--- config.mk ---
export PLATFORM = sky130hd
export DESIGN_NAME = bcm_ctrl
export DESIGN_NICKNAME = d
export VERILOG_FILES = /design/src/rtl/binary_classifier_metrics_auc_macros.svh /design/src/rtl/bcm_pkg.sv /design/src/rtl/bcm_ctrl.sv
export SDC_FILE = /design/constraint.sdc
export NUM_CORES = 1
export LEC_CHECK = 0
export BUFFER_PORTS_ARGS = -buffer_cell sky130_fd_sc_hd__buf_2
export CORE_MARGIN = 5
export CORE_UTILIZATION = 30
export CTS_CLUSTER_DIAMETER = 30
export DETAILED_ROUTE_END_ITERATION = 10
export SLEW_MARGIN = 20
export SYNTH_ARGS = -nofsm -noshare
export SYNTH_HDL_FRONTEND = slang
export SYNTH_SLANG_ARGS = --single-unit
--- constraint.sdc ---
create_clock -name clk -period 2.1 [get_ports clk]
set_clock_uncertainty 0.2 [all_clocks]
set_input_delay 0 -clock clk [delete_from_list [all_inputs] [get_ports clk]]
set_output_delay 0 -clock clk [all_outputs]
set_load 0.01 [all_outputs]
--- src/rtl/binary_classifier_metrics_auc_macros.svh ---
// ----------------------------------------------------------------------------
// Assertion macros shared by the metrics block
// ----------------------------------------------------------------------------
`ifndef BINARY_CLASSIFIER_METRICS_AUC_MACROS_SVH
`define BINARY_CLASSIFIER_METRICS_AUC_MACROS_SVH

// condition must hold at every edge out of reset
`define BCM_CHECK(name, expr, msg) \
  name: assert property (@(posedge clk) disable iff (rst) (expr)) else $error(msg);

// antecedent implies consequent in the same cycle
`define BCM_CHECK_IMP(name, ante, cons, msg) \
  name: assert property (@(posedge clk) disable iff (rst) (ante) |-> (cons)) else $error(msg);

`endif

--- src/rtl/bcm_pkg.sv ---
// ----------------------------------------------------------------------------
// bcm_pkg
// Constants, state encoding and control structs of the metrics block.
// ----------------------------------------------------------------------------
package bcm_pkg;

  localparam int MAX_ITEMS = 1024;
  localparam int ADDR_W    = $clog2(MAX_ITEMS);
  localparam int CNT_W     = $clog2(MAX_ITEMS + 1);
  localparam int SCORE_W   = 16;
  localparam int RAM_W     = SCORE_W + 1;
  localparam int Q_BITS    = 16;
  localparam int DEN_W     = 2 * CNT_W + 1;
  localparam int DU_W      = 20;
  localparam int DIV_CNT_W = $clog2(Q_BITS + 1);
  localparam logic [SCORE_W-1:0] THR_RESET = SCORE_W'(32768);

  // one-hot sequencer states
  typedef enum logic [9:0] {
    S_LOAD    = 10'b00_0000_0001,
    S_OUT_RD  = 10'b00_0000_0010,
    S_OUT_LAT = 10'b00_0000_0100,
    S_INNER   = 10'b00_0000_1000,
    S_DRAIN   = 10'b00_0001_0000,
    S_NEXT    = 10'b00_0010_0000,
    S_MUL     = 10'b00_0100_0000,
    S_DIV_ACC = 10'b00_1000_0000,
    S_DIV_AUC = 10'b01_0000_0000,
    S_RESULT  = 10'b10_0000_0000
  } state_t;

  // controller -> datapath
  typedef struct packed {
    logic load;
    logic sweep_clr;
    logic rd_i;
    logic lat_i;
    logic rd_j;
    logic i_inc;
    logic mul;
    logic div_acc;
    logic div_auc;
    logic acc_save;
    logic auc_save;
    logic set_done;
  } cmd_t;

  // datapath -> controller
  typedef struct packed {
    logic room;
    logic i_last;
    logic j_last;
    logic lab_i;
    logic div_done;
  } status_t;

endpackage

--- src/rtl/bcm_ctrl.sv ---
// ----------------------------------------------------------------------------
// bcm_ctrl
// Sequencer: load phase, pairwise sweep, divisions and result handshake.
// ----------------------------------------------------------------------------
module bcm_ctrl
  import bcm_pkg::*;
(
  input  logic    clk,
  input  logic    rst,
  input  logic    in_valid,
  output logic    in_stall,
  input  logic    last,
  output logic    out_valid,
  input  logic    out_stall,
  input  status_t status,
  output cmd_t    cmd
);

  state_t state, state_next;

  always_ff @(posedge clk) begin
    if (rst) begin
      state <= S_LOAD;
    end else begin
      state <= state_next;
    end
  end

  assign in_stall  = state != S_LOAD;
  assign out_valid = state == S_RESULT;

  // next state and commands
  always_comb begin
    state_next = state;
    cmd        = '0;
    case (state)
      S_LOAD: begin
        if (in_valid) begin
          cmd.load = 1'b1;
          if (last) begin
            cmd.sweep_clr = 1'b1;
            state_next    = S_OUT_RD;
          end
        end
      end
      S_OUT_RD: begin
        cmd.rd_i   = 1'b1;
        state_next = S_OUT_LAT;
      end
      S_OUT_LAT: begin
        cmd.lat_i  = 1'b1;
        state_next = status.lab_i ? S_NEXT : S_INNER;
      end
      S_INNER: begin
        cmd.rd_j = 1'b1;
        if (status.j_last) state_next = S_DRAIN;
      end
      S_DRAIN: begin
        state_next = S_NEXT;
      end
      S_NEXT: begin
        if (status.i_last) begin
          state_next = S_MUL;
        end else begin
          cmd.i_inc  = 1'b1;
          state_next = S_OUT_RD;
        end
      end
      S_MUL: begin
        cmd.mul     = 1'b1;
        cmd.div_acc = 1'b1;
        state_next  = S_DIV_ACC;
      end
      S_DIV_ACC: begin
        if (status.div_done) begin
          cmd.acc_save = 1'b1;
          cmd.div_auc  = 1'b1;
          state_next   = S_DIV_AUC;
        end
      end
      S_DIV_AUC: begin
        if (status.div_done) begin
          cmd.auc_save = 1'b1;
          state_next   = S_RESULT;
        end
      end
      S_RESULT: begin
        if (!out_stall) begin
          cmd.set_done = 1'b1;
          state_next   = S_LOAD;
        end
      end
      default: begin
        state_next = S_LOAD;
      end
    endcase
  end

endmodule
==> impl_metrics.toml <==
[run_status]
outcome = "completed"

[cells_and_area]
largest_reg_flops = 10
instances_no_fill = 153
biggestRegsByFlops = "state: 10 flops"
antenna_cells = 0
final_util = 0.4062
drive_above_1_share = 0.3171
largest_register = "state"
nNetsFinal = 134
area_delta_synth_final_pct = 31.52

[clocking]
numCtsBuffers = 3
cts.sinks = 10
htreeDepth = 1
clk_latency_ns = 0.27
cts_setup_buffers = 0
cts.reportedPaths.clkPinSlew_ns = 0.07
cts_root_buf = "clkbuf_4"
clockBufferDepth = 2
cts_tree = "yes"

[hold_path]
holdCritPathClass = "input pin to output pin"
min-delay-start = "out_stall"

[floorplan]
die_y_um = 60.28
die_w_um = 60.28
ios = 24
start_util = 0.3089
design.core.area_um2 = 2455
rows = 18
die-area_um2 = 3633

[yosys]
syn_area_per_cell_um2 = 8.242
synth_ff_type = "dfxtp_1"
syn-cell-area_um2 = 758.2
synthAdderAreaFrac = 0
synthDistinctLibCells = 44
synth_compound_area_frac = 0.1700
synth_commonest_cells = "dfxtp_1, nor2_1, nand2_1, nor3_1"
synth-simple-area-share = 0.4439
async_reset_ff_frac = 0
yosys.area_share.xor_xnor = 0.02310
synth_edf_count = 0
synth_cells = 92
synthMuxAreaShare = 0
synth-seq-area-share = 0.2640
yosys_warnings = 0
synth_nets = 102
synth_top_area_frac = 0.2640
synth_top_area_cell = "dfxtp_1"
ys_seq_elements = 10
synth_top_family_by_area = "simple AND/OR/NAND/NOR gates"
synth_area_leaders = "dfxtp_1, nor4_4, nor2_1, nor3_1, nand2_1"

[sta]
slew_headroom = 0.7051
worstMarginPinSlew_ns = 0.4366
rsz0062_at_grt = "no"
period_needed_ns = 2.003
period_share = 0.9538
hold_viol = 0
setup_viol_count_final = 0
max_freq_ghz = 0.4993
final.setup.tns_ns = 0
final_max_slew_viol_count = 0
worst_slack_ns = 0.09710
whs_ns = 0.06462

[power]
ir_drop_mv = 0.5033
power.leakage_nw = 0.4352
p_per_area_nw_per_um2 = 650.7

[worst_setup_path]
cp_max_fo = 10
cp-start-kind = "flip-flop"
cp.arrival_ns = 1.80
crit_chain = "or4_4, nor3_2, nand2_1, nor2_1, buf_2"
r2r_start = "state[2]"
cpLargestDelayFamily = "simple AND/OR/NAND/NOR gates"
critical_path_required_ns = 1.90
critical_path_buf_inv_count = 1
crit_slowest_cell = "or4_4"
startpoint = "state[6]"
worst_setup_path_end_kind = "output pin"
slowest_delay_ns = 0.56
path_class = "flip-flop to output pin"

[drt]
wl_per_cell_um = 13.82
firstDrtPassIters = 5
drc = 0
wl_mm = 2.115
drt_iter0_markers = 23
antenna_left = 0
num_vias = 828
viasPerCell = 5.412

[placement]
gp_congestion = 0.8144
post-place-ws_ns = 0.2166
numPlacedInstances = 141
port_buffers = 22
hpwlAfterDp_mm = 1.515

[grt]
antenna_found_initial = 0
grt_pass1_vias = 769
grt_overflow = 0
grt_max_degree = 11
grt_pass1_wl_mm = 3.401
track_usage = 0.1238

[run]
maxCapViolations = 0
[cells in the final DEF, fill, tap and decap left out, types with 3 or more instances in the layout]
master,count
nor2_1,10
nand2_1,6
clkbuf_4,3
and3_1,3
buf_4,3
inv_1,4
dfxtp_1,9
buf_2,22
nand3_1,4
nor3_1,4
a21oi_1,3
and2_1,3
nand3b_1,3
dlygate4sd3_1,8
[stage by stage]
step,power (mW),area [um2]
finish,0.6489,997.2
global route,0.6887,997.2
CTS,0.6464,984.7
detailed placement,0.4559,868.3
global placement,0.4547,868.3
floorplan,0.3644,758.2
[final timing paths]
check,end,slack (ns),cells after the start
max,cmd[10],0.1,5
min,cmd[0],0.06,3
max reg2reg,state[9],0.16,5
min reg2reg,state[6],0.45,2
[what timing repair did]
action                                  4_1_cts  5_1_grt
endpoints found under the setup margin        0        2
gates resized for setup                       0        3
hold buffers                                  8        0
hold endpoints to repair                      9        0
[kinds of logic after synthesis]
kind of cell	count (synthesis)
compound gates	17
xor+xnor	2
buf+inv	10
flops	10
simple gates	53
[area by class of cell]
class / instances / area, um2
inverter: 4 / 15.01
fill: 250 / 1458
sequential: 10 / 201.4
multi-input combinational: 72 / 494.2
tap: 30 / 37.54
clock buffer: 4 / 36.28
timing repair buffer: 33 / 212.7
[tightest hold or removal path: stages]
cell	delay (ns)
buf_2	0.10
nor2b_1	0.04
buf_2	0.13
[layer usage]
layer,vias to the layer above,share of wire,track usage
met5,-,0,0
met4,0,0.0080,0.06646
met3,2,0.070,0.02160
met2,35,0.48,0.2006
met1,383,0.44,0.1540
li1,408,-,-
[where the power goes]
part           switching (mW)  leakage (nW)  internal (mW)
sequential             0.0291        0.0815          0.203
clock                  0.0727        0.0210          0.105
combinational           0.128         0.333          0.111
total                   0.230         0.435          0.419
Power figures use the tool's default switching activity.
